$ cat src/rtl/assert_macros.svh
// Assertion macros for the RTL files; the top level includes them.
`ifndef ASSERT_MACROS_SVH
`define ASSERT_MACROS_SVH
`ifndef SYNTH
`define ASSERT_IMPLIES(label, clk, rst_n, ante, cons) \
	label: assert property (@(posedge clk) disable iff (!rst_n) (ante) |-> (cons)) \
		else $error("implication check failed");
`define ASSERT_NEXT(label, clk, rst_n, ante, cons) \
	label: assert property (@(posedge clk) disable iff (!rst_n) (ante) |=> (cons)) \
		else $error("next-cycle check failed");
`else
`define ASSERT_IMPLIES(label, clk, rst_n, ante, cons)
`define ASSERT_NEXT(label, clk, rst_n, ante, cons)
`endif
`endif

$ cat src/rtl/sprc_pkg.sv
// Types, constants and helpers for the sprite rotate and recolor block.
package sprc_pkg;

	localparam int COORD_W     = 9;
	localparam int COLOR_W     = 24;
	localparam int TRIG_W      = 16;
	localparam int DIM_W       = 7;
	localparam int DITHER_W    = 25;
	localparam int PROD_W      = COORD_W + TRIG_W;
	localparam int SUM_W       = PROD_W + 1;
	localparam int FRAC_BITS   = 14;
	localparam int SRC_W       = SUM_W - FRAC_BITS;
	localparam int CMP_W       = SRC_W + 1;
	localparam int CFG_IDX_W   = 3;
	localparam int CFG_DATA_W  = 25;
	localparam int ADDR_MAX_W  = 16;
	localparam int QUEUE_DEPTH = 4;
	localparam int QPTR_W      = $clog2(QUEUE_DEPTH);
	localparam int QCNT_W      = $clog2(QUEUE_DEPTH + 1);
	localparam int DEF_MAX_W   = 64;
	localparam int DEF_MAX_H   = 64;

	localparam logic [SUM_W-1:0]    FRAC_MASK  = SUM_W'((1 << FRAC_BITS) - 1);
	localparam logic [DITHER_W-1:0] DITHER_OFF = '1;

	typedef enum logic {
		CMD_LOAD   = 1'b0,
		CMD_RENDER = 1'b1
	} cmd_t;

	typedef enum logic [CFG_IDX_W-1:0] {
		REG_COS,
		REG_SIN,
		REG_WIDTH,
		REG_HEIGHT,
		REG_TRANSP,
		REG_SPRITE,
		REG_SPRITE_TWO,
		REG_DARK
	} cfg_reg_t;

	typedef struct packed {
		logic signed [TRIG_W-1:0] cos_q;
		logic signed [TRIG_W-1:0] sin_q;
		logic [DIM_W-1:0]         src_width;
		logic [DIM_W-1:0]         src_height;
		logic [COLOR_W-1:0]       transparent_color;
		logic [COLOR_W-1:0]       fill_color;
		logic [DITHER_W-1:0]      fill_color_two;
		logic [COLOR_W-1:0]       dark_black;
	} cfg_t;

	localparam cfg_t CFG_RESET = '{
		cos_q:             16'sd16384,
		sin_q:             16'sd0,
		src_width:         7'd64,
		src_height:        7'd64,
		transparent_color: 24'd0,
		fill_color:        24'd0,
		fill_color_two:    DITHER_OFF,
		dark_black:        24'd1
	};

	typedef struct packed {
		cmd_t                      cmd;
		logic                      hit;
		logic [ADDR_MAX_W-1:0]     addr;
		logic signed [COORD_W-1:0] x;
		logic signed [COORD_W-1:0] y;
		logic [COLOR_W-1:0]        color;
	} queue_item_t;

	typedef struct packed {
		logic [QCNT_W-1:0] count;
		logic              full;
		logic              empty;
	} queue_stat_t;

	// Divide by 2^FRAC_BITS, rounding toward zero.
	function automatic logic signed [SRC_W-1:0] trunc_frac(input logic signed [SUM_W-1:0] v);
		logic signed [SUM_W-1:0] b;
		b = v + (v[SUM_W-1] ? FRAC_MASK : '0);
		return SRC_W'(b >>> FRAC_BITS);
	endfunction

endpackage

$ cat src/rtl/sprc_queue.sv
// Short queue between the front end and the back end.
module sprc_queue (
	input  logic                    clk,
	input  logic                    arst_n,
	input  logic                    push_valid,
	output logic                    push_ready,
	input  sprc_pkg::queue_item_t   push_item,
	output logic                    pop_valid,
	input  logic                    pop_ready,
	output sprc_pkg::queue_item_t   pop_item,
	output sprc_pkg::queue_stat_t   stat
);
	import sprc_pkg::*;

	queue_item_t       slot_q [QUEUE_DEPTH];
	logic [QPTR_W-1:0] wr_ptr_q, rd_ptr_q;
	logic [QCNT_W-1:0] count_q;
	logic              push, pop;

	assign push_ready = (count_q != QCNT_W'(QUEUE_DEPTH));
	assign pop_valid  = (count_q != '0);
	assign push       = push_valid && push_ready;
	assign pop        = pop_valid && pop_ready;
	assign pop_item   = slot_q[rd_ptr_q];

	always_ff @(posedge clk or negedge arst_n) begin
		if (!arst_n) begin
			wr_ptr_q <= '0;
			rd_ptr_q <= '0;
			count_q  <= '0;
		end else begin
			if (push) begin
				wr_ptr_q <= wr_ptr_q + QPTR_W'(1);
			end
			if (pop) begin
				rd_ptr_q <= rd_ptr_q + QPTR_W'(1);
			end
			if (push && !pop) begin
				count_q <= count_q + QCNT_W'(1);
			end else if (pop && !push) begin
				count_q <= count_q - QCNT_W'(1);
			end
		end
	end

	always_ff @(posedge clk) begin
		if (push) begin
			slot_q[wr_ptr_q] <= push_item;
		end
	end

	assign stat.count = count_q;
	assign stat.full  = !push_ready;
	assign stat.empty = !pop_valid;

endmodule

$ cat config.mk
export PLATFORM = sky130hd
export DESIGN_NAME = sprc_queue
export DESIGN_NICKNAME = d
export VERILOG_FILES = /design/src/rtl/assert_macros.svh /design/src/rtl/sprc_pkg.sv /design/src/rtl/sprc_queue.sv
export SDC_FILE = /design/constraint.sdc
export NUM_CORES = 1
export LEC_CHECK = 0
export BUFFER_PORTS_ARGS = -buffer_cell sky130_fd_sc_hd__clkbuf_2
export CAP_MARGIN = 10
export CELL_PAD_IN_SITES_DETAIL_PLACEMENT = 1
export CELL_PAD_IN_SITES_GLOBAL_PLACEMENT = 2
export CORE_AREA = 2 2 170 122
export CTS_BUF_LIST = sky130_fd_sc_hd__clkbuf_8
export CTS_CLUSTER_SIZE = 14
export DETAILED_ROUTE_END_ITERATION = 10
export DIE_AREA = 0 0 172 124
export MAX_ROUTING_LAYER = met4
export PLACE_DENSITY = 0.85
export SLEW_MARGIN = 25
export SYNTH_ARGS = -nofsm -noshare
export SYNTH_HDL_FRONTEND = slang
export SYNTH_SLANG_ARGS = --single-unit
$ cat constraint.sdc
create_clock -name clk -period 3.1 [get_ports clk]
set_input_delay 0.31 -clock clk [delete_from_list [all_inputs] [get_ports clk]]
set_output_delay 0.31 -clock clk [all_outputs]
set_load 0.05 [all_outputs]
==> results by stage <==
Synthesis:
- Of the post-synthesis cell area, the dominant cell type holds 0.788.
- Ranked by total cell area, the synthesized netlist is headed by sky130_fd_sc_hd__edfxtp_1 79%, sky130_fd_sc_hd__mux4_2 14%, sky130_fd_sc_hd__dfrtp_1 1.9%, sky130_fd_sc_hd__buf_12 1.3%, sky130_fd_sc_hd__ha_1 0.68%.
- The biggest area consumer among synthesized cells is sky130_fd_sc_hd__edfxtp_1.
- Counting every net in the synthesized netlist gives 422.
- The total number of yosys warnings is 0.
- The cell area after technology mapping is 0.00915 mm^2.
- For this run, the register share of the synthesized area comes to 0.807.
- The number of distinct library cells after synthesis is 20.
- The post-synthesis area per instance is 26.0 um^2.
- The post-synthesis cell count is 352.
- After synthesis the netlist holds a flip-flop and latch count of 247.

STA:
- The clock period could shrink to 2.74 ns.
- The transition time at the pin with the least slew margin is 0.543 ns.
- The number of endpoints failing setup at the final stage is 0.
- The number of hold violations in the final report came to 0.
- The final count of pins violating max slew was 0.
- Setup repair after global routing left no endpoint under its margin.
- The achievable clock frequency is 0.365 GHz.
- The setup total negative slack is 0 ns.
- In this run the tightest slew margin relative to its limit is 0.638.
- Clock skew on the completed layout was measured at 0.0121 ns.
- The share of the clock period used by the worst path is 0.884.

Clocking:
- For this design, the sink count on the clock tree is 247.
- TritonCTS built the clock tree.
- The H-tree generated during clock tree synthesis spans 2 levels.
- Buffers added to address setup during post-CTS repair amount to 0.
- Clock tree synthesis inserted a total of 39 buffers.
- In this run, post-CTS repair resized a total of 0 instances.
- The clock passes through at most 3 buffers.
- After clock tree synthesis, the flow added hold-fix buffers numbering 35.
- The clock slew at the register clock pins of the worst setup and hold paths is 0.06 ns.
- The worst-skew pair later-pin latency is 0.51 ns.
- The cell sitting at the root of the clock tree is a sky130_fd_sc_hd__clkbuf_8.

Run status:
- The run finished with clean final reports.

Layout:
- The most frequent standard cell in the layout excluding fill and tap cells is sky130_fd_sc_hd__edfxtp_1.
- The area taken by multi-input logic gates is 0.00158 mm^2.
- The area growth from synthesis to layout is 21.7%.
- The number of diodes added for antenna fixing is 0.
- The final layout net count is 626.
- The top cell types in the final layout, fill and taps aside, are 240 x sky130_fd_sc_hd__edfxtp_1, 130 x sky130_fd_sc_hd__clkbuf_2, 58 x sky130_fd_sc_hd__mux4_2, 40 x sky130_fd_sc_hd__clkbuf_8, 36 x sky130_fd_sc_hd__dlygate4sd3_1.
- The number of filler instances in the final layout is 1746.
- Of the cells placed in the final design, the portion with a size suffix greater than 1 is 0.432.
- The flip-flop and latch area is 0.00739 mm^2.

Floorplan:
- Measured along the y axis, the die boundary spans 124 um.
- The die covers 0.0213 mm^2.
- After floorplanning, the core was sized to cover 0.0196 mm^2.
- After floorplanning, the core was divided into 43 placement rows.
- The initial utilization of the core area, before any placement, comes to 0.467.
- The die boundary width is 172 um.
- The I/O pin total is 131.

Worst setup path:
- The worst path required time is 2.79 ns.
- Among cell families on the critical path, the largest total delay comes from flip-flops.
- The critical path goes through buf_4 > mux4_2 > clkbuf_2.
- The total buffers and inverters traversed by the critical path is 2.
- The worst setup path is captured at a primary output.
- The cell with the largest stage delay on the worst path is sky130_fd_sc_hd__dfrtp_4.
- The worst setup path is launched from a flop.
- The maximum fanout encountered on the critical timing path is 26.
- The largest single stage delay on the critical path is 0.77 ns.
- The data arrival at the endpoint of the critical path is 2.43 ns.
- The critical path class is flop to primary output.

GRT:
- The pin count of the biggest net entering global routing is 61.
- The number of antenna violations at the first check in global routing is 0.
- The total global routing track utilization is 0.187.
- The total congestion overflow is 0.
- The via count of the first global-routing pass came to 4937.
- The global-route wire length before repair is 28100 um.

Pwr:
- For this design the ratio of total power to cell area is 1070 mW/mm^2.
- The overall power consumption is 12000 uW.
- VDD sags by at most 0.717 mV.
- Summed over all cells, the static leakage comes to 0.00396 uW.

Hold path:
- The path type of the worst min-delay path is primary input to flop.

Detailed routing:
- The routed wire length per instance is 22.0 um.
- After detailed routing, the number of vias per cell comes to 5.16.
- The routed wire length is 18800 um.
- After detailed routing, the number of remaining DRC violations is 0.
- The first detailed-routing pass ran for 4 iterations.
- The detailed router placed 4398 vias in this run.
- In this run, the number of DRC markers left after iteration 0 of detailed routing was 253.
- The number of nets still failing antenna checks after routing is 0.

Placed design:
- The global placer's final weighted congestion is 0.721.
- The HPWL reported at the end of detailed placement is 11300 um.
- The number of input and output port buffers inserted is 130.

Flow run:
- Across the run, the number of max-cap violations was 0.
cell families after synthesis:
| kind of cell | Yosys count | synth area share |
|---|---|---|
| adder cells (fa/ha/maj) | 6 | 0.00902 |
| multiplexers | 62 | 0.151 |
| XOR/XNOR | 6 | 0.00574 |
| buffers and inverters | 20 | 0.0213 |
| flip-flops | 247 | 0.807 |
| AND/OR/NAND/NOR | 11 | 0.00629 |
layer usage:
metal	track usage	wire length [um]	share of wire	up-vias
met2	0.304	9140	0.49	132
met1	0.241	8250	0.44	2322
met3	0.0442	1040	0.055	34
met4	0.0530	329	0.018	0
li1	-	-	-	1910
met5	-	0	0	-
registers in the layout (all words and copies together) (netlist names):
register / cells
count_q: 3
rd_ptr_q: 2
wr_ptr_q: 2
slot_q: 240
layout make-up:
| cell class | count | area share |
|---|---|---|
| clock inverter | 28 | 0.0101 |
| multi-input combinational | 85 | 0.142 |
| timing repair buffer | 178 | 0.103 |
| sequential | 247 | 0.663 |
| tap | 270 | 0.0303 |
| inverter | 5 | 0.00169 |
| clock buffer | 40 | 0.0494 |
where the power goes:
part           leakage (uW)  switching (uW)  internal (uW)
logic               0.00129            3370           1460
clock network      0.000390            1190           1190
registers           0.00228             332           4420
total               0.00396            4890           7080
cell usage after synthesis:
master / count
sky130_fd_sc_hd__clkbuf_1: 1
sky130_fd_sc_hd__mux2_2: 2
sky130_fd_sc_hd__nor2_1: 2
sky130_fd_sc_hd__fa_1: 1
sky130_fd_sc_hd__inv_1: 5
sky130_fd_sc_hd__and2_1: 4
sky130_fd_sc_hd__buf_12: 6
sky130_fd_sc_hd__or3_1: 1
sky130_fd_sc_hd__dfrtp_1: 7
sky130_fd_sc_hd__buf_2: 6
sky130_fd_sc_hd__xor2_1: 2
sky130_fd_sc_hd__ha_1: 5
sky130_fd_sc_hd__buf_6: 2
sky130_fd_sc_hd__mux4_1: 2
sky130_fd_sc_hd__mux4_2: 58
sky130_fd_sc_hd__nand2_1: 2
sky130_fd_sc_hd__edfxtp_1: 240
sky130_fd_sc_hd__xnor2_1: 4
sky130_fd_sc_hd__nor2b_1: 1
sky130_fd_sc_hd__nand3_1: 1
worst paths after layout:
path,from,end,slack [ns],cells past startpoint
max,rd_ptr_q[0]$_DFFE_PN0P_,pop_item[48],0.36,3
min,push_item[38],slot_q[0][38]$_DFFE_PP_,0.03,1
max reg2reg,count_q[0]$_DFFE_PN0P_,count_q[2]$_DFFE_PN0P_,0.78,10
min reg2reg,count_q[2]$_DFFE_PN0P_,count_q[2]$_DFFE_PN0P_,0.52,1
max in group asynchronous,arst_n,rd_ptr_q[0]$_DFFE_PN0P_,2.74,2
min in group asynchronous,arst_n,count_q[0]$_DFFE_PN0P_,0.17,2
through the flow:
| step | hold WS, ns | setup WS [ns] | instance area [um^2] | instances | utilization |
|---|---|---|---|---|---|
| after floorplan | 0.0144 | 0.0404 | 9160 | 352 | - |
| after global placement | 0.159 | 0.853 | 10100 | 749 | 0.516 |
| after detailed placement | 0.158 | 0.748 | 10100 | 749 | 0.516 |
| after CTS | 0.000268 | 0.271 | 11100 | 852 | 0.568 |
| after global routing | 0.00737 | 0.225 | 11100 | 853 | 0.569 |
| final | 0.0290 | 0.360 | 11100 | 853 | 0.569 |
Power figures use the tool's default switching activity.
