==> config.mk <==
export PLATFORM = sky130hd
export DESIGN_NAME = sprc_front
export DESIGN_NICKNAME = d
export VERILOG_FILES = /design/src/rtl/assert_macros.svh /design/src/rtl/sprc_pkg.sv /design/src/rtl/sprc_front.sv
export SDC_FILE = /design/constraint.sdc
export NUM_CORES = 2
export LEC_CHECK = 0
export BUFFER_PORTS_ARGS = -buffer_cell sky130_fd_sc_hd__buf_2
export CAP_MARGIN = 25
export CORE_AREA = 4 4 245 271
export DETAILED_ROUTE_END_ITERATION = 10
export DIE_AREA = 0 0 249 275
export GPL_TIMING_DRIVEN = 1
export HOLD_SLACK_MARGIN = 0.03
export PLACE_DENSITY = 0.68
export SLEW_MARGIN = 0
export SYNTH_ARGS = -nofsm -noshare
export SYNTH_HDL_FRONTEND = slang
export SYNTH_SLANG_ARGS = --single-unit
==> constraint.sdc <==
create_clock -name clk -period 8.4 [get_ports clk]
set_clock_uncertainty 0.05 [all_clocks]
set_input_delay 0.42 -clock clk [delete_from_list [all_inputs] [get_ports clk]]
set_output_delay 0.42 -clock clk [all_outputs]
set_load 0.02 [all_outputs]
==> src/rtl/assert_macros.svh <==
// Assertion macros for the RTL files; the top level includes them.
`ifndef ASSERT_MACROS_SVH
`define ASSERT_MACROS_SVH
`ifndef SYNTH
`define ASSERT_IMPLIES(label, clk, rst_n, ante, cons) \
	label: assert property (@(posedge clk) disable iff (!rst_n) (ante) |-> (cons)) \
		else $error("implication check failed");
`define ASSERT_NEXT(label, clk, rst_n, ante, cons) \
	label: assert property (@(posedge clk) disable iff (!rst_n) (ante) |=> (cons)) \
		else $error("next-cycle check failed");
`else
`define ASSERT_IMPLIES(label, clk, rst_n, ante, cons)
`define ASSERT_NEXT(label, clk, rst_n, ante, cons)
`endif
`endif

==> src/rtl/sprc_pkg.sv <==
// Types, constants and helpers for the sprite rotate and recolor block.
package sprc_pkg;

	localparam int COORD_W     = 9;
	localparam int COLOR_W     = 24;
	localparam int TRIG_W      = 16;
	localparam int DIM_W       = 7;
	localparam int DITHER_W    = 25;
	localparam int PROD_W      = COORD_W + TRIG_W;
	localparam int SUM_W       = PROD_W + 1;
	localparam int FRAC_BITS   = 14;
	localparam int SRC_W       = SUM_W - FRAC_BITS;
	localparam int CMP_W       = SRC_W + 1;
	localparam int CFG_IDX_W   = 3;
	localparam int CFG_DATA_W  = 25;
	localparam int ADDR_MAX_W  = 16;
	localparam int QUEUE_DEPTH = 4;
	localparam int QPTR_W      = $clog2(QUEUE_DEPTH);
	localparam int QCNT_W      = $clog2(QUEUE_DEPTH + 1);
	localparam int DEF_MAX_W   = 64;
	localparam int DEF_MAX_H   = 64;

	localparam logic [SUM_W-1:0]    FRAC_MASK  = SUM_W'((1 << FRAC_BITS) - 1);
	localparam logic [DITHER_W-1:0] DITHER_OFF = '1;

	typedef enum logic {
		CMD_LOAD   = 1'b0,
		CMD_RENDER = 1'b1
	} cmd_t;

	typedef enum logic [CFG_IDX_W-1:0] {
		REG_COS,
		REG_SIN,
		REG_WIDTH,
		REG_HEIGHT,
		REG_TRANSP,
		REG_SPRITE,
		REG_SPRITE_TWO,
		REG_DARK
	} cfg_reg_t;

	typedef struct packed {
		logic signed [TRIG_W-1:0] cos_q;
		logic signed [TRIG_W-1:0] sin_q;
		logic [DIM_W-1:0]         src_width;
		logic [DIM_W-1:0]         src_height;
		logic [COLOR_W-1:0]       transparent_color;
		logic [COLOR_W-1:0]       fill_color;
		logic [DITHER_W-1:0]      fill_color_two;
		logic [COLOR_W-1:0]       dark_black;
	} cfg_t;

	localparam cfg_t CFG_RESET = '{
		cos_q:             16'sd16384,
		sin_q:             16'sd0,
		src_width:         7'd64,
		src_height:        7'd64,
		transparent_color: 24'd0,
		fill_color:        24'd0,
		fill_color_two:    DITHER_OFF,
		dark_black:        24'd1
	};

	typedef struct packed {
		cmd_t                      cmd;
		logic                      hit;
		logic [ADDR_MAX_W-1:0]     addr;
		logic signed [COORD_W-1:0] x;
		logic signed [COORD_W-1:0] y;
		logic [COLOR_W-1:0]        color;
	} queue_item_t;

	typedef struct packed {
		logic [QCNT_W-1:0] count;
		logic              full;
		logic              empty;
	} queue_stat_t;

	// Divide by 2^FRAC_BITS, rounding toward zero.
	function automatic logic signed [SRC_W-1:0] trunc_frac(input logic signed [SUM_W-1:0] v);
		logic signed [SUM_W-1:0] b;
		b = v + (v[SUM_W-1] ? FRAC_MASK : '0);
		return SRC_W'(b >>> FRAC_BITS);
	endfunction

endpackage

==> src/rtl/sprc_front.sv <==
// Front end: accepts items, maps render coordinates to the source and classifies them.
module sprc_front #(
	parameter int MAX_SRC_WIDTH  = sprc_pkg::DEF_MAX_W,
	parameter int MAX_SRC_HEIGHT = sprc_pkg::DEF_MAX_H
) (
	input  logic                                    clk,
	input  logic                                    arst_n,
	input  sprc_pkg::cfg_t                          cfg,
	input  logic                                    in_valid,
	output logic                                    in_ready,
	input  logic                                    command,
	input  logic signed [sprc_pkg::COORD_W-1:0]     coord_x,
	input  logic signed [sprc_pkg::COORD_W-1:0]     coord_y,
	input  logic [sprc_pkg::COLOR_W-1:0]            pixel_color,
	output logic                                    push_valid,
	input  logic                                    push_ready,
	output sprc_pkg::queue_item_t                   push_item
);
	import sprc_pkg::*;

	localparam int CW = $clog2(MAX_SRC_WIDTH);
	localparam int RW = $clog2(MAX_SRC_HEIGHT);
	localparam int AW = $clog2(MAX_SRC_WIDTH * MAX_SRC_HEIGHT);
	localparam logic signed [CMP_W-1:0] WMAX = CMP_W'(MAX_SRC_WIDTH);
	localparam logic signed [CMP_W-1:0] HMAX = CMP_W'(MAX_SRC_HEIGHT);
	localparam logic [AW-1:0] ROW_STRIDE = AW'(MAX_SRC_WIDTH);

	logic adv1, adv2, adv3;
	logic v_s1, v_s2, v_s3;

	cmd_t                      cmd_s1, cmd_s2;
	logic signed [COORD_W-1:0] x_s1, y_s1, x_s2, y_s2;
	logic [COLOR_W-1:0]        pix_s1, pix_s2;
	logic signed [PROD_W-1:0]  xc_s1, ys_s1, yc_s1, xs_s1;
	logic signed [PROD_W-1:0]  xc_d, ys_d, yc_d, xs_d;
	logic signed [SRC_W-1:0]   sx_s2, sy_s2;
	queue_item_t               item_s3, item_d;

	logic signed [CMP_W-1:0] w_lim, h_lim, w_cfg, h_cfg, sx_e, sy_e, x_e, y_e;
	logic [CMP_W-1:0]        row_r;
	logic [RW-1:0]           row_sel;
	logic [CW-1:0]           col_sel;
	logic                    rd_hit, ld_hit;

	assign adv3     = !v_s3 || push_ready;
	assign adv2     = !v_s2 || adv3;
	assign adv1     = !v_s1 || adv2;
	assign in_ready = adv1;

	assign xc_d = coord_x * cfg.cos_q;
	assign ys_d = coord_y * cfg.sin_q;
	assign yc_d = coord_y * cfg.cos_q;
	assign xs_d = coord_x * cfg.sin_q;

	always_comb begin
		w_cfg   = $signed(CMP_W'(cfg.src_width));
		h_cfg   = $signed(CMP_W'(cfg.src_height));
		w_lim   = (w_cfg > WMAX) ? WMAX : w_cfg;
		h_lim   = (h_cfg > HMAX) ? HMAX : h_cfg;
		sx_e    = CMP_W'(sx_s2);
		sy_e    = CMP_W'(sy_s2);
		x_e     = CMP_W'(x_s2);
		y_e     = CMP_W'(y_s2);
		rd_hit  = (sx_e >= 0) && (sx_e < w_lim) && (sy_e >= 0) && (sy_e < h_lim);
		ld_hit  = (x_e >= 0) && (x_e < WMAX) && (y_e >= 0) && (y_e < HMAX);
		row_r   = h_lim - CMP_W'(1) - sy_e;
		if (cmd_s2 == CMD_LOAD) begin
			row_sel = y_s2[RW-1:0];
			col_sel = x_s2[CW-1:0];
		end else begin
			row_sel = row_r[RW-1:0];
			col_sel = sx_s2[CW-1:0];
		end
		item_d.cmd   = cmd_s2;
		item_d.hit   = (cmd_s2 == CMD_LOAD) ? ld_hit : rd_hit;
		item_d.addr  = ADDR_MAX_W'(AW'(row_sel) * ROW_STRIDE + AW'(col_sel));
		item_d.x     = x_s2;
		item_d.y     = y_s2;
		item_d.color = pix_s2;
	end

	always_ff @(posedge clk or negedge arst_n) begin
		if (!arst_n) begin
			v_s1 <= 1'b0;
			v_s2 <= 1'b0;
			v_s3 <= 1'b0;
		end else begin
			if (adv1) begin
				v_s1 <= in_valid;
			end
			if (adv2) begin
				v_s2 <= v_s1;
			end
			if (adv3) begin
				v_s3 <= v_s2;
			end
		end
	end

	always_ff @(posedge clk) begin
		if (adv1) begin
			cmd_s1 <= cmd_t'(command);
			x_s1   <= coord_x;
			y_s1   <= coord_y;
			pix_s1 <= pixel_color;
			xc_s1  <= xc_d;
			ys_s1  <= ys_d;
			yc_s1  <= yc_d;
			xs_s1  <= xs_d;
		end
		if (adv2) begin
			cmd_s2 <= cmd_s1;
			x_s2   <= x_s1;
			y_s2   <= y_s1;
			pix_s2 <= pix_s1;
			sx_s2  <= trunc_frac(SUM_W'(xc_s1) + SUM_W'(ys_s1));
			sy_s2  <= trunc_frac(SUM_W'(yc_s1) - SUM_W'(xs_s1));
		end
		if (adv3) begin
			item_s3 <= item_d;
		end
	end

	assign push_valid = v_s3;
	assign push_item  = item_s3;

endmodule

==> run_results.csv <==
group,metric,value,unit
grt,grt_overflow,0,
worst_setup_path,worstSetupEndpoint,"ys_s1[24]",
yosys,synth.largest_area_cell,"sky130_fd_sc_hd__fa_1",
clock_tree,tritoncts,"yes",
worst_setup_path,cp.required,8.66,ns
floorplanning,core_area,63470,um^2
clock_tree,cts_buffers,30,
worst_setup_path,crit_path_max_fanout,15,
worst_setup_path,worstSetupStartpointType,"input port",
pwr,powerDensity,429.3,nW/um^2
placement,pre_cts_slack,1.636,ns
sta,maxSlewHeadroom,33.80,%
sta,timing_worst_slew_pin_value,0.9930,ns
sta,final-hold-violation-count,0,
yosys,synthDominantCellAreaShare,30.45,%
clock_tree,clockRootBuffer,"sky130_fd_sc_hd__clkbuf_16",
clock_tree,cts_post_setup_buffers_inserted,0,
floorplanning,num_io_pins,252,
routing,routed_via_density,5.421,
routing,detail_route.wl_per_cell,17.80,um
cells_and_area,num-nets-final,4051,
min_path,timing.hold.worst.class,"input port to asynchronous set/reset pin",
worst_setup_path,rrSetupSlack,3.19,ns
sta,clock.fmax,161.2,MHz
floorplanning,design.die.area,68480,um^2
sta,fin_setup_tns,0,ns
yosys,syn-mean-instance-area,10.63,um^2
worst_setup_path,rr_endpoint,"sy_s2[11]",
floorplanning,die_height,275,um
clock_tree,cts-resized-gates,0,
floorplanning,dieWidth,249,um
cells_and_area,finalCoreUtilization,54.05,%
routing,drt_iter0_drc,1162,
grt,antenna_violations_before_repair,9,
sta,hold_ws,0.1405,ns
worst_setup_path,r2r_cells,18,
sta,setup_repair_after_global_routing_missed_its_margin,"no",
pwr,ir_drop,0.2844,mV
worst_setup_path,crit_start,"coord_y[8]",
cells_and_area,drive_gt1_share,8.017,%
pwr,clockPowerShare,9.3,%
routing,final_antenna_net_count,0,
cells_and_area,area.growth.synth_to_final,8.944,%
pwr,netSwitchingFraction,46.10,%
clock_tree,clockBufferDepth,3,
yosys,synth_area,31490,um^2
routing,drt_pass1_iterations,5,
pwr,p_leak,16.22,nW
grt,grt_max_degree,75,
placement,post_dp_cell_area,32980,um^2
routing,routed_wirelength,70390,um
yosys,ys_async_sr_fraction,1.115,%
worst_setup_path,crit_type,"input port to flop",
grt,grt_first_pass_wirelength,118400,um
yosys,synth-seq-cells,269,
clock_tree,clk-insertion-delay-late,0.57,ns
yosys,warning_count_from_the_yosys_run,0,
cells_and_area,area_of_all_placed_cells_without_fillers,34310,um^2
clock_tree,cts_sinks,269,
grt,grt_pass1_vias,22982,
worst_setup_path,r2r-start,"yc_s1[1]",
pwr,seqPwrFrac,17.6,%
routing,remaining_drc_errors,0,
worst_setup_path,signal_arrival_time_at_the_worst_endpoint,6.46,ns
worst_setup_path,element_type_at_the_critical_path_end,"flop",
pwr,design_internal_power,7.938,mW
yosys,yosys-top-cells-area,"sky130_fd_sc_hd__fa_1, sky130_fd_sc_hd__edfxtp_1, sky130_fd_sc_hd__ha_1",
yosys,synth_cell_types,77,
placement,io_buffer_count,150,
sta,layout_setup_ws,2.196,ns
sta,final_slew_violations,0,
run,max-cap-violations,0,
pwr,comb_power_share,73.1,%
status,status,"complete, no violations",
clock_tree,cts_htree_levels,1,
routing,vias,21441,
floorplanning,starting_density_of_the_core,49.61,%
sta,setup-violations-final,0,
sta,period_minus_ws_final,6.204,ns
yosys,syn_inst,2962,
clock_tree,clk_pin_slew,0.06,ns
yosys,synth_enable_flop_cells,266,
yosys,synth_top_flop_cell,"sky130_fd_sc_hd__edfxtp_1",
grt,grt.total_usage,21.10,%
floorplanning,num_rows,97,
sta,period_share,73.86,%
placement,finalWeightedCongestion,0.8573,
yosys,part_of_the_yosys_area_used_for_sequential_elements,25.60,%
pwr,net-switching-power,6.789,mW
placement,hpwl,53050,um
==> power by group through the flow <==
stage,logic [mW],clock network (mW),registers (mW)
3_5_place_dp,10.7,0,2.64
5_1_grt,12.3,1.46,2.63
3_3_place_gp,10.3,0,2.63
6_report,10.8,1.37,2.60
2_1_floorplan,8.31,0,2.59
4_1_cts,10.8,1.40,2.61
==> how the worst min path moves through the flow <==
stage	endpoint	slack, ns	depth (start not counted)
2_1_floorplan	push_valid	0.07	0
3_3_place_gp	push_valid	0.16	1
3_5_place_dp	push_valid	0.17	1
4_1_cts	v_s1	0.11	2
5_1_grt	v_s1	0.13	2
6_report	v_s1	0.14	2
==> synth_stat cells, types with 3 or more instances <==
| library cell | instances |
|---|---|
| sky130_fd_sc_hd__or2_2 | 7 |
| sky130_fd_sc_hd__o31ai_1 | 5 |
| sky130_fd_sc_hd__a211oi_1 | 12 |
| sky130_fd_sc_hd__a21oi_1 | 107 |
| sky130_fd_sc_hd__or3_1 | 6 |
| sky130_fd_sc_hd__or4_1 | 3 |
| sky130_fd_sc_hd__and3_1 | 10 |
| sky130_fd_sc_hd__nor4_1 | 6 |
| sky130_fd_sc_hd__nor3_1 | 27 |
| sky130_fd_sc_hd__o21bai_1 | 16 |
| sky130_fd_sc_hd__and2_1 | 268 |
| sky130_fd_sc_hd__dfrtp_1 | 3 |
| sky130_fd_sc_hd__o22ai_1 | 7 |
| sky130_fd_sc_hd__edfxtp_1 | 266 |
| sky130_fd_sc_hd__a21o_1 | 44 |
| sky130_fd_sc_hd__o31a_1 | 7 |
| sky130_fd_sc_hd__nand3_1 | 25 |
| sky130_fd_sc_hd__buf_4 | 4 |
| sky130_fd_sc_hd__ha_1 | 300 |
| sky130_fd_sc_hd__mux2_2 | 12 |
| sky130_fd_sc_hd__o21ai_1 | 3 |
| sky130_fd_sc_hd__o211ai_1 | 8 |
| sky130_fd_sc_hd__o21ai_0 | 52 |
| sky130_fd_sc_hd__xor2_1 | 42 |
| sky130_fd_sc_hd__fa_1 | 479 |
| sky130_fd_sc_hd__inv_1 | 431 |
| sky130_fd_sc_hd__xnor2_1 | 112 |
| sky130_fd_sc_hd__o21a_1 | 19 |
| sky130_fd_sc_hd__nor3_2 | 5 |
| sky130_fd_sc_hd__clkbuf_1 | 95 |
| sky130_fd_sc_hd__a31oi_1 | 8 |
| sky130_fd_sc_hd__nor2_1 | 127 |
| sky130_fd_sc_hd__o211a_1 | 3 |
| sky130_fd_sc_hd__nand4_1 | 16 |
| sky130_fd_sc_hd__nand2b_1 | 30 |
| sky130_fd_sc_hd__o41a_1 | 3 |
| sky130_fd_sc_hd__a211o_1 | 4 |
| sky130_fd_sc_hd__nor2b_1 | 29 |
| sky130_fd_sc_hd__nand2_1 | 312 |
==> layer usage <==
metal  vias up  part of all wire, %  track usage, %
met5         -                0.048               0
met4         6                  3.2           5.994
met3       105                  6.7           3.300
met2       693                   47           35.54
met1     10804                   43           28.70
li1       9833                    -               -
==> registers in the layout, indices dropped and copies added (netlist names) <==
name        flops
yc_s1          25
sy_s2          12
cmd_s2          1
push_valid      1
x_s2            9
xs_s1          25
x_s1            9
ys_s1          25
v_s1            1
pix_s1         24
v_s2            1
xc_s1          25
pix_s2         24
y_s1            9
push_item      56
sx_s2          12
y_s2            9
cmd_s1          1
==> per-stage QoR <==
step,power [mW],instances
finish,14.73,3955
global route,16.35,3950
CTS,14.80,3947
detailed placement,13.29,3864
global placement,12.94,3864
floorplan,10.90,2965
==> cell families after synthesis <==
group,count (synthesis),share of synthesized area [%]
AOI/OAI and AO/OA,323,6.644
xor gates and xnor gates,154,4.283
adders and majority gates,779,42.37
buffers and inverters,533,6.401
DFF,269,25.60
muxes,14,0.4927
other,1,0.01191
and+or+nand+nor,889,14.19
==> cell type report <==
type	instances	area (um^2)
timing repair buffer	185	1081
sequential	269	8063
tap	841	1052
clock inverter	21	239.0
inverter	433	1625
clock buffer	35	800.8
multi-input combinational	2163	21420
fill	5415	29170
antenna	8	20.02
==> what timing repair did <==
item                                   in CTS  in global routing
hold buffers                               27                  0
endpoints found under the hold margin      29                  0
setup endpoints to repair                   0                  0
==> worst max-delay path, cell delays in order <==
cell and delay, ns:
sky130_fd_sc_hd__buf_2 0.33, sky130_fd_sc_hd__clkinv_1 0.53, sky130_fd_sc_hd__buf_4 0.38, sky130_fd_sc_hd__nor2_1 0.15, sky130_fd_sc_hd__fa_1 0.44, sky130_fd_sc_hd__fa_1 0.46, sky130_fd_sc_hd__fa_1 0.50, sky130_fd_sc_hd__fa_1 0.42
sky130_fd_sc_hd__ha_1 0.29, sky130_fd_sc_hd__ha_1 0.33, sky130_fd_sc_hd__or2_2 0.30, sky130_fd_sc_hd__a21oi_1 0.19, sky130_fd_sc_hd__a2111oi_0 0.13, sky130_fd_sc_hd__o41ai_1 0.57, sky130_fd_sc_hd__a21oi_1 0.16, sky130_fd_sc_hd__o21ai_0 0.26
sky130_fd_sc_hd__a21oi_1 0.14, sky130_fd_sc_hd__a21o_1 0.19, sky130_fd_sc_hd__a21oi_1 0.17, sky130_fd_sc_hd__xnor2_1 0.09
==> layout by cell type, fill, tap and decap left out, types with 10 or more instances in the layout <==
| cell | instances |
|---|---|
| sky130_fd_sc_hd__nand2_1 | 312 |
| sky130_fd_sc_hd__o21a_1 | 19 |
| sky130_fd_sc_hd__buf_2 | 150 |
| sky130_fd_sc_hd__inv_1 | 431 |
| sky130_fd_sc_hd__clkbuf_16 | 31 |
| sky130_fd_sc_hd__nor2_1 | 127 |
| sky130_fd_sc_hd__o21bai_1 | 16 |
| sky130_fd_sc_hd__mux2_2 | 12 |
| sky130_fd_sc_hd__o21ai_0 | 52 |
| sky130_fd_sc_hd__a211oi_1 | 12 |
| sky130_fd_sc_hd__a21o_1 | 44 |
| sky130_fd_sc_hd__xnor2_1 | 112 |
| sky130_fd_sc_hd__ha_1 | 300 |
| sky130_fd_sc_hd__nand3_1 | 25 |
| sky130_fd_sc_hd__fa_1 | 479 |
| sky130_fd_sc_hd__nor3_1 | 27 |
| sky130_fd_sc_hd__a21oi_1 | 107 |
| sky130_fd_sc_hd__xor2_1 | 42 |
| sky130_fd_sc_hd__nor2b_1 | 29 |
| sky130_fd_sc_hd__and3_1 | 10 |
| sky130_fd_sc_hd__nand4_1 | 16 |
| sky130_fd_sc_hd__nand2b_1 | 29 |
| sky130_fd_sc_hd__edfxtp_1 | 266 |
| sky130_fd_sc_hd__and2_1 | 268 |
| sky130_fd_sc_hd__dlygate4sd3_1 | 27 |
(Power assumes the default switching activity.)
